==> config.mk <==
export PLATFORM = sky130hd
export DESIGN_NAME = hotkey_chord_detector_top
export DESIGN_NICKNAME = d
export VERILOG_FILES = /design/src/hdl/hcd_pkg.sv /design/src/hdl/hcd_front.sv /design/src/hdl/hcd_queue.sv /design/src/hdl/hcd_back.sv /design/src/hdl/hotkey_chord_detector_top.sv
export SDC_FILE = /design/constraint.sdc
export NUM_CORES = 1
export LEC_CHECK = 0
export BUFFER_PORTS_ARGS = -buffer_cell sky130_fd_sc_hd__buf_2
export CORE_MARGIN = 8
export CORE_UTILIZATION = 40
export DETAILED_ROUTE_END_ITERATION = 8
export PLACE_DENSITY_LB_ADDON = 0.08
export SETUP_SLACK_MARGIN = 0.1
export SYNTH_ARGS = -nofsm -noshare
export SYNTH_HDL_FRONTEND = slang
export SYNTH_HIERARCHICAL = 1
export SYNTH_SLANG_ARGS = --single-unit
==> constraint.sdc <==
create_clock -name clk -period 3.35 [get_ports clk]
set_input_delay 0.335 -clock clk [delete_from_list [all_inputs] [get_ports clk]]
set_output_delay 0.335 -clock clk [all_outputs]
set_load 0.01 [all_outputs]
==> src/hdl/hcd_pkg.sv <==
// ----------------------------------------------------------------------------
// hcd_pkg
// Shared types, key codes and the key-code normalization function for the
// hotkey chord detector.
// ----------------------------------------------------------------------------
package hcd_pkg;

  // Full span of an 8-bit key code
  localparam int unsigned MAP_SPAN = 256;

  localparam logic [7:0] NO_KEY     = 8'hFF;
  localparam logic [7:0] K_NONE     = 8'h00;
  localparam logic [7:0] K_SHIFT    = 8'h10;
  localparam logic [7:0] K_CONTROL  = 8'h11;
  localparam logic [7:0] K_MENU     = 8'h12;
  localparam logic [7:0] K_LWIN     = 8'h5B;
  localparam logic [7:0] K_RWIN     = 8'h5C;
  localparam logic [7:0] K_LSHIFT   = 8'hA0;
  localparam logic [7:0] K_RSHIFT   = 8'hA1;
  localparam logic [7:0] K_LCONTROL = 8'hA2;
  localparam logic [7:0] K_RCONTROL = 8'hA3;
  localparam logic [7:0] K_LMENU    = 8'hA4;
  localparam logic [7:0] K_RMENU    = 8'hA5;

  localparam logic [7:0] SCAN_LSHIFT = 8'h2A;
  localparam logic [7:0] SCAN_RSHIFT = 8'h36;

  // Modifier bit positions
  localparam int unsigned MOD_CONTROL = 0;
  localparam int unsigned MOD_ALT     = 1;
  localparam int unsigned MOD_SHIFT   = 2;
  localparam int unsigned MOD_SUPER   = 3;

  // Configuration register indexes
  localparam logic REG_TARGET_KEY = 1'b0;
  localparam logic REG_REQ_MODS   = 1'b1;

  localparam int unsigned QUEUE_DEPTH = 2;

  // Classified event passed from front to back
  typedef struct packed {
    logic [7:0] code;
    logic       rel;
    logic       ign;
  } evt_t;

  function automatic logic [7:0] normalize(input logic [7:0] vk,
                                           input logic [7:0] scan,
                                           input logic       ext);
    logic [7:0] code;
    code = vk;
    if (vk == NO_KEY) begin
      code = K_NONE;
    end else if (vk == K_SHIFT) begin
      if (scan == SCAN_LSHIFT) begin
        code = K_LSHIFT;
      end else if (scan == SCAN_RSHIFT) begin
        code = K_RSHIFT;
      end
    end else if (vk == K_CONTROL) begin
      code = ext ? K_RCONTROL : K_LCONTROL;
    end else if (vk == K_MENU) begin
      code = ext ? K_RMENU : K_LMENU;
    end
    return code;
  endfunction

endpackage

==> src/hdl/hcd_front.sv <==
// ----------------------------------------------------------------------------
// hcd_front
// Input stage: accepts a key event word, normalizes the key code and marks
// events that leave the pressed map untouched.
// ----------------------------------------------------------------------------
module hcd_front #(
  parameter int unsigned KEY_CODES = 256
) (
  input  logic             clk,
  input  logic             rst_n,
  input  logic             in_valid,
  output logic             in_ready,
  input  logic [7:0]       virtual_key,
  input  logic [7:0]       scan_code,
  input  logic             extended_prefix,
  input  logic             key_release,
  output logic             evt_valid,
  input  logic             evt_ready,
  output hcd_pkg::evt_t    evt
);

  logic          v_r, v_nxt;
  hcd_pkg::evt_t evt_r, evt_nxt;
  logic [7:0]    code;

  assign in_ready = !v_r || evt_ready;
  assign code     = hcd_pkg::normalize(virtual_key, scan_code, extended_prefix);

  always_comb begin
    v_nxt   = v_r;
    evt_nxt = evt_r;
    if (v_r && evt_ready) begin
      v_nxt = 1'b0;
    end
    if (in_valid && in_ready) begin
      v_nxt        = 1'b1;
      evt_nxt.code = code;
      evt_nxt.rel  = key_release;
      // mark null keys and codes past the end of the map as ignored
      evt_nxt.ign  = (code == hcd_pkg::K_NONE) || ({1'b0, code} >= 9'(KEY_CODES));
    end
  end

  always_ff @(posedge clk) begin
    if (!rst_n) begin
      v_r <= 1'b0;
    end else begin
      v_r <= v_nxt;
    end
    evt_r <= evt_nxt;
  end

  assign evt_valid = v_r;
  assign evt       = evt_r;

endmodule

==> src/hdl/hcd_queue.sv <==
// ----------------------------------------------------------------------------
// hcd_queue
// Short FIFO between the front and back parts of the detector.
// ----------------------------------------------------------------------------
module hcd_queue (
  input  logic          clk,
  input  logic          rst_n,
  input  logic          wr_valid,
  output logic          wr_ready,
  input  hcd_pkg::evt_t wr_data,
  output logic          rd_valid,
  input  logic          rd_ready,
  output hcd_pkg::evt_t rd_data
);

  localparam int unsigned PTR_W = $clog2(hcd_pkg::QUEUE_DEPTH);
  localparam int unsigned CNT_W = $clog2(hcd_pkg::QUEUE_DEPTH + 1);

  hcd_pkg::evt_t            slot_r [hcd_pkg::QUEUE_DEPTH];
  logic [PTR_W-1:0]         wr_ptr_r, wr_ptr_nxt;
  logic [PTR_W-1:0]         rd_ptr_r, rd_ptr_nxt;
  logic [CNT_W-1:0]         cnt_r, cnt_nxt;
  logic                     push, pop;

  assign wr_ready = cnt_r != CNT_W'(hcd_pkg::QUEUE_DEPTH);
  assign rd_valid = cnt_r != '0;
  assign rd_data  = slot_r[rd_ptr_r];
  assign push     = wr_valid && wr_ready;
  assign pop      = rd_valid && rd_ready;

  always_comb begin
    wr_ptr_nxt = wr_ptr_r;
    rd_ptr_nxt = rd_ptr_r;
    cnt_nxt    = cnt_r;
    if (push) begin
      wr_ptr_nxt = (wr_ptr_r == PTR_W'(hcd_pkg::QUEUE_DEPTH - 1)) ? '0 : wr_ptr_r + 1'b1;
    end
    if (pop) begin
      rd_ptr_nxt = (rd_ptr_r == PTR_W'(hcd_pkg::QUEUE_DEPTH - 1)) ? '0 : rd_ptr_r + 1'b1;
    end
    unique case ({push, pop})
      2'b10:   cnt_nxt = cnt_r + 1'b1;
      2'b01:   cnt_nxt = cnt_r - 1'b1;
      default: cnt_nxt = cnt_r;
    endcase
  end

  always_ff @(posedge clk) begin
    if (!rst_n) begin
      wr_ptr_r <= '0;
      rd_ptr_r <= '0;
      cnt_r    <= '0;
    end else begin
      wr_ptr_r <= wr_ptr_nxt;
      rd_ptr_r <= rd_ptr_nxt;
      cnt_r    <= cnt_nxt;
    end
    if (push) begin
      slot_r[wr_ptr_r] <= wr_data;
    end
  end

endmodule

==> src/hdl/hcd_back.sv <==
// ----------------------------------------------------------------------------
// hcd_back
// Execution stage: updates the pressed map, reads the held modifiers and
// matches the chord; the result sits in an output register.
// ----------------------------------------------------------------------------
module hcd_back #(
  parameter int unsigned KEY_CODES = 256
) (
  input  logic          clk,
  input  logic          rst_n,
  input  logic          evt_valid,
  output logic          evt_ready,
  input  hcd_pkg::evt_t evt,
  input  logic [7:0]    target_key,
  input  logic [3:0]    required_modifiers,
  output logic          res_valid,
  input  logic          res_ready,
  output logic          hotkey_hit,
  output logic          event_ignored
);

  localparam int unsigned IDX_W = $clog2(KEY_CODES);

  logic [KEY_CODES-1:0]         map_r, map_nxt;
  logic [hcd_pkg::MAP_SPAN-1:0] held;
  logic [IDX_W-1:0]             idx;
  logic                         take, was_down, hit;
  logic [3:0]                   mods;
  logic                         v_r, v_nxt;
  logic                         hit_r, hit_nxt;
  logic                         ign_r, ign_nxt;

  assign evt_ready = !v_r || res_ready;
  assign take      = evt_valid && evt_ready;
  assign idx       = evt.code[IDX_W-1:0];
  assign was_down  = map_r[idx];

  always_comb begin
    map_nxt = map_r;
    if (take && !evt.ign) begin
      map_nxt[idx] = !evt.rel;
    end
  end

  // modifiers read after this word's own map update
  assign held = hcd_pkg::MAP_SPAN'(map_nxt);
  always_comb begin
    mods = '0;
    mods[hcd_pkg::MOD_CONTROL] = held[hcd_pkg::K_CONTROL] || held[hcd_pkg::K_LCONTROL]
                                 || held[hcd_pkg::K_RCONTROL];
    mods[hcd_pkg::MOD_ALT]     = held[hcd_pkg::K_MENU] || held[hcd_pkg::K_LMENU]
                                 || held[hcd_pkg::K_RMENU];
    mods[hcd_pkg::MOD_SHIFT]   = held[hcd_pkg::K_SHIFT] || held[hcd_pkg::K_LSHIFT]
                                 || held[hcd_pkg::K_RSHIFT];
    mods[hcd_pkg::MOD_SUPER]   = held[hcd_pkg::K_LWIN] || held[hcd_pkg::K_RWIN];
  end

  // fresh press only: repeats and releases never fire
  assign hit = !evt.ign && !evt.rel && !was_down && (target_key != hcd_pkg::K_NONE)
               && (evt.code == target_key) && (mods == required_modifiers);

  always_comb begin
    v_nxt   = v_r;
    hit_nxt = hit_r;
    ign_nxt = ign_r;
    if (v_r && res_ready) begin
      v_nxt = 1'b0;
    end
    if (take) begin
      v_nxt   = 1'b1;
      hit_nxt = hit;
      ign_nxt = evt.ign;
    end
  end

  always_ff @(posedge clk) begin
    if (!rst_n) begin
      v_r   <= 1'b0;
      map_r <= '0;
    end else begin
      v_r   <= v_nxt;
      map_r <= map_nxt;
    end
    hit_r <= hit_nxt;
    ign_r <= ign_nxt;
  end

  assign res_valid     = v_r;
  assign hotkey_hit    = hit_r;
  assign event_ignored = ign_r;

endmodule

==> src/hdl/hotkey_chord_detector_top.sv <==
// ----------------------------------------------------------------------------
// hotkey_chord_detector_top
// Keyboard event stream in, one match result word out per event.
// ----------------------------------------------------------------------------
// Usage:
//   Input channel in_*: one key event word per handshake (key code, scan
//   code, E0 prefix, release flag). Output channel out_*: one result word
//   per event, in order, with the hit flag and the ignored flag.
//   Configuration: write target_key (index 0) and required_modifiers
//   (index 1) through cfg_we/cfg_addr/cfg_wdata while the block is idle.
// Timing:
//   out_tvalid rises once the accepted word has been loaded into the front
//   register, the two-entry event queue and the back output register, in
//   that order.
//   Throughput is one event per cycle while out_tready stays high, set by the
//   map update and chord compare in the back stage.
// Reset:
//   rst_n clears the pressed map (no key down), the queue, both valid
//   flags and the configuration registers; no sweep is needed.
// Stalls:
//   When out_tready is low the result holds in the output register; the
//   queue keeps absorbing events until it and the front register fill,
//   then in_tready drops.
// ----------------------------------------------------------------------------
module hotkey_chord_detector_top #(
  parameter int unsigned KEY_CODES = 256
) (
  input  logic        clk,
  input  logic        rst_n,
  input  logic        in_tvalid,
  output logic        in_tready,
  // [7:0] virtual_key, [15:8] scan_code, [16] extended_prefix,
  // [17] key_release, [23:18] zero
  input  logic [23:0] in_tdata,
  output logic        out_tvalid,
  input  logic        out_tready,
  // [0] hotkey_hit, [1] event_ignored, [7:2] zero
  output logic [7:0]  out_tdata,
  input  logic        cfg_we,
  input  logic        cfg_addr,
  input  logic [7:0]  cfg_wdata
);

  logic [7:0]    target_r;
  logic [3:0]    req_mods_r;
  logic          f_valid, f_ready;
  hcd_pkg::evt_t f_evt;
  logic          q_valid, q_ready;
  hcd_pkg::evt_t q_evt;
  logic          hotkey_hit, event_ignored;

  always_ff @(posedge clk) begin
    if (!rst_n) begin
      target_r   <= '0;
      req_mods_r <= '0;
    end else if (cfg_we) begin
      unique case (cfg_addr)
        hcd_pkg::REG_TARGET_KEY: target_r   <= cfg_wdata;
        hcd_pkg::REG_REQ_MODS:   req_mods_r <= cfg_wdata[3:0];
        default: ;
      endcase
    end
  end

  hcd_front #(.KEY_CODES(KEY_CODES)) u_front (
    .clk             (clk),
    .rst_n           (rst_n),
    .in_valid        (in_tvalid),
    .in_ready        (in_tready),
    .virtual_key     (in_tdata[7:0]),
    .scan_code       (in_tdata[15:8]),
    .extended_prefix (in_tdata[16]),
    .key_release     (in_tdata[17]),
    .evt_valid       (f_valid),
    .evt_ready       (f_ready),
    .evt             (f_evt)
  );

  hcd_queue u_queue (
    .clk      (clk),
    .rst_n    (rst_n),
    .wr_valid (f_valid),
    .wr_ready (f_ready),
    .wr_data  (f_evt),
    .rd_valid (q_valid),
    .rd_ready (q_ready),
    .rd_data  (q_evt)
  );

  hcd_back #(.KEY_CODES(KEY_CODES)) u_back (
    .clk                (clk),
    .rst_n              (rst_n),
    .evt_valid          (q_valid),
    .evt_ready          (q_ready),
    .evt                (q_evt),
    .target_key         (target_r),
    .required_modifiers (req_mods_r),
    .res_valid          (out_tvalid),
    .res_ready          (out_tready),
    .hotkey_hit         (hotkey_hit),
    .event_ignored      (event_ignored)
  );

  assign out_tdata = {6'b0, event_ignored, hotkey_hit};

endmodule

==> summary.md <==
| Metric | Value |
|---|---|
| CTS buffer count | `35` |
| Leak Pwr | `5.260 nW` |
| Synthesized cell area | `around 15000 µm²` |
| Antenna-violating nets left | `0` |
| Max-slew violation total from the final report | `0` |
| Postcts setup bufs | `0` |
| RD Place Congestion | `0.8183` |
| HP Class | `in -> reg` |
| Worst-path maximum fanout | `15` |
| Layout cells sized above 1 | `0.1749` |
| Synth Instances | `1560` |
| Synth top area share | `0.3773` |
| Top-Level Pins | `48` |
| Starting Density | `0.4024` |
| Gr usage total | `0.2011` |
| Port bufs | `35` |
| Distinct cells, synth | `75` |
| Final setup violation count | `0` |
| Min-delay src | `cfg_wdata[4]` |
| Count leader, synth | `nor2_1` |
| Reg clk slew, reported paths | `0.06 ns` |
| Count of final hold-check violations | `0` |
| Layout area overhead | `13.80%` |
| FF/Latch Area | `6467 µm²` |
| Top post-synthesis cells by area | `dfxtp_1 (38%), mux4_2 (9.9%), nor2_1 (7.8%)` |
| Die Span Y | `207 µm` |
| Vias per Instance | `about 5.9` |
| Die area | `42850 µm²` |
| Critical Path End Type | `register` |
| CTS root buf | `clkbuf_16` |
| Max Clk Rate | `320.9 MHz` |
| Pwr Density | `618.6 nW/µm²` |
| RSZ-0062 raised after global routing | `no` |
| First-pass GRT wire length | `a little under 70 mm` |
| Filler Cells Inserted | `3496` |
| Synthesized area per cell | `around 9.4 µm²` |
| Worst rel slew slack | `0.3718` |
| Hold_ws | `0.06489 ns` |
| Critical path data required time | `3.77 ns` |
| Wire length per cell | `21.38 µm` |
| Top post-synthesis cells by count | `nor2_1 (302), dfxtp_1 (275), a21oi_1 (139)` |
| Detailed placement HPWL | `28.85 mm` |
| Post-route DRC | `0` |
| Die width | `207 µm` |
| Initial antenna violation count | `0` |
| CP Data Arrival Time | `3.53 ns` |
| DRT iter0 DRCs | `1128` |
| Register bit total from synthesis | `307` |
| Worst-margin pin slew | `0.9404 ns` |
| Asr flop ratio synth | `0` |
| TNS Setup | `0 ns` |
| Min Tclk post-route | `3.116 ns` |
| Setup Skew | `about 0.022 ns` |
| Clock Latency Late Sink | `0.53 ns` |
| Synth Flop Type | `dfxtp_1` |
| Number of nets in the layout | `around 1600` |
| Area of the multi-input gates | `7430 µm²` |
| CTS tree | `done` |
| First-pass detailed-route iteration total | `5` |
| # clock sinks | `307` |
| Startpoint types | `register` |
| Vias in the first global route | `11490` |
| Period utilisation layout | `0.9301` |
| Worst reg-to-reg setup slack | `0.23 ns` |
| Max Cap Violations | `0` |
| Crit Path Class | `reg -> reg` |
| Core area | `between 30000 and 40000 µm²` |
| Worst IR drop on VDD | `0.0003634 V` |
| Routed WL | `44.23 mm` |
| Overall power | `roughly 10 mW` |
| Antenna Cells | `0` |
| Row count | `70` |
| Post-synth EDFFs | `32` |
| Status | `finished clean` |
| CTS H-tree lvls | `2` |
| Yosys warning total | `6` |
| Largest net degree at the start of global routing | `167` |
| Longest Clk Path Bufs | `3` |
| Dominant cell type by area after synthesis | `dfxtp_1` |
| Grt total ovfl | `0` |
| Register area share after synthesis | `0.4431` |
| Vias post-DR | `12160` |
layout make-up:
type                    count  area share
well taps                 468     0.03526
clock inverters             7    0.006479
multi-input cells        1095      0.4474
inverters                  12    0.003164
clock buffers              54     0.06321
repair buffers            126     0.05507
flip-flops and latches    307      0.3894
layer usage:
layer	wire (µm)	GRT usage	vias to the layer above
met3	2366	0.02914	68
li1	-	-	5855
met1	20280	0.2809	5910
met5	0	0	-
met2	20700	0.3235	329
met4	877	0.05004	0
cell families after synthesis:
| group | synth area share |
|---|---|
| DFF | 0.4431 |
| buffers and inverters | 0.05316 |
| xor gates and xnor gates | 0.007803 |
| AOI/OAI and AO/OA | 0.2154 |
| and+or+nand+nor | 0.1585 |
| other | 0.0002570 |
| muxes | 0.1209 |
| adders and majority gates | 0.0008573 |
per-stage QoR:
stage / instance area [µm²] / setup slack [ns] / util / std cells
finish: 16610 / 0.2342 / 0.4580 / 2069
global route: 16610 / 0.1388 / 0.4580 / 2069
CTS: 16590 / 0.1503 / 0.4575 / 2069
detailed placement: 15420 / 0.1668 / 0.4253 / 2007
global placement: 15420 / 0.1671 / 0.4253 / 2007
floorplan: 14610 / 0.4900 / - / 1565
flip-flops by register name, summed over array words and instances, names as in the netlist, named ones only:
name	cells
u_queue/rd_ptr_r	1
u_queue/cnt_r	2
u_back/event_ignored	1
u_back/map_r	256
u_front/evt	10
req_mods_r	4
u_queue/slot_r	20
u_front/evt_valid	1
u_back/hotkey_hit	1
u_back/res_valid	1
u_queue/wr_ptr_r	1
target_r	8
power by group:
group | switching, mW | internal [mW] | total, mW
registers | 0.0580 | 3.80 | 3.86
logic | 1.75 | 0.772 | 2.53
clock network | 1.51 | 2.38 | 3.89
total | 3.32 | 6.95 | 10.3
layout by cell type, fill, tap and decap left out, types with 11 or more instances in the layout:
master / synthesis / final
a211oi_1: 87 / 87
a21oi_1: 139 / 139
a311oi_1: 115 / 115
and2_1: 11 / 11
buf_2: 16 / 35
buf_4: 20 / 85
clkbuf_1: 101 / 11
clkbuf_16: 0 / 37
dfxtp_1: 275 / 274
edfxtp_1: 32 / 32
mux2i_1: 21 / 21
mux4_2: 64 / 64
nand2_1: 98 / 98
nand3_1: 28 / 28
nor2_1: 302 / 301
nor3_1: 13 / 11
o21ai_0: 66 / 66
critical path, stage by stage, from the launching register on:
cell and delay, ns:
dfxtp_2 0.43, mux2_4 0.44, buf_12 0.20, buf_4 0.19
inv_1 0.26, nand2_1 0.25, nor3_1 0.57, buf_4 0.32
a21oi_1 0.09, a311oi_1 0.25
path summary, 6_finish.rpt:
path,end,cells after the start
max reg2reg,u_back/map_r[81]$_SDFFE_PN0P_,9
min,target_r[4]$_SDFFE_PN0P_,3
min reg2reg,u_queue/slot_r[1][6]$_DFFE_PP_,0
max,u_back/map_r[81]$_SDFFE_PN0P_,9
what timing repair did:
action | in CTS | in global routing
hold buffers | 1 | 0
endpoints found under the hold margin | 1 | 0
endpoints found under the setup margin | 0 | 2
gates resized for setup | 0 | 5
No activity file was read; power rests on OpenSTA's default activity.
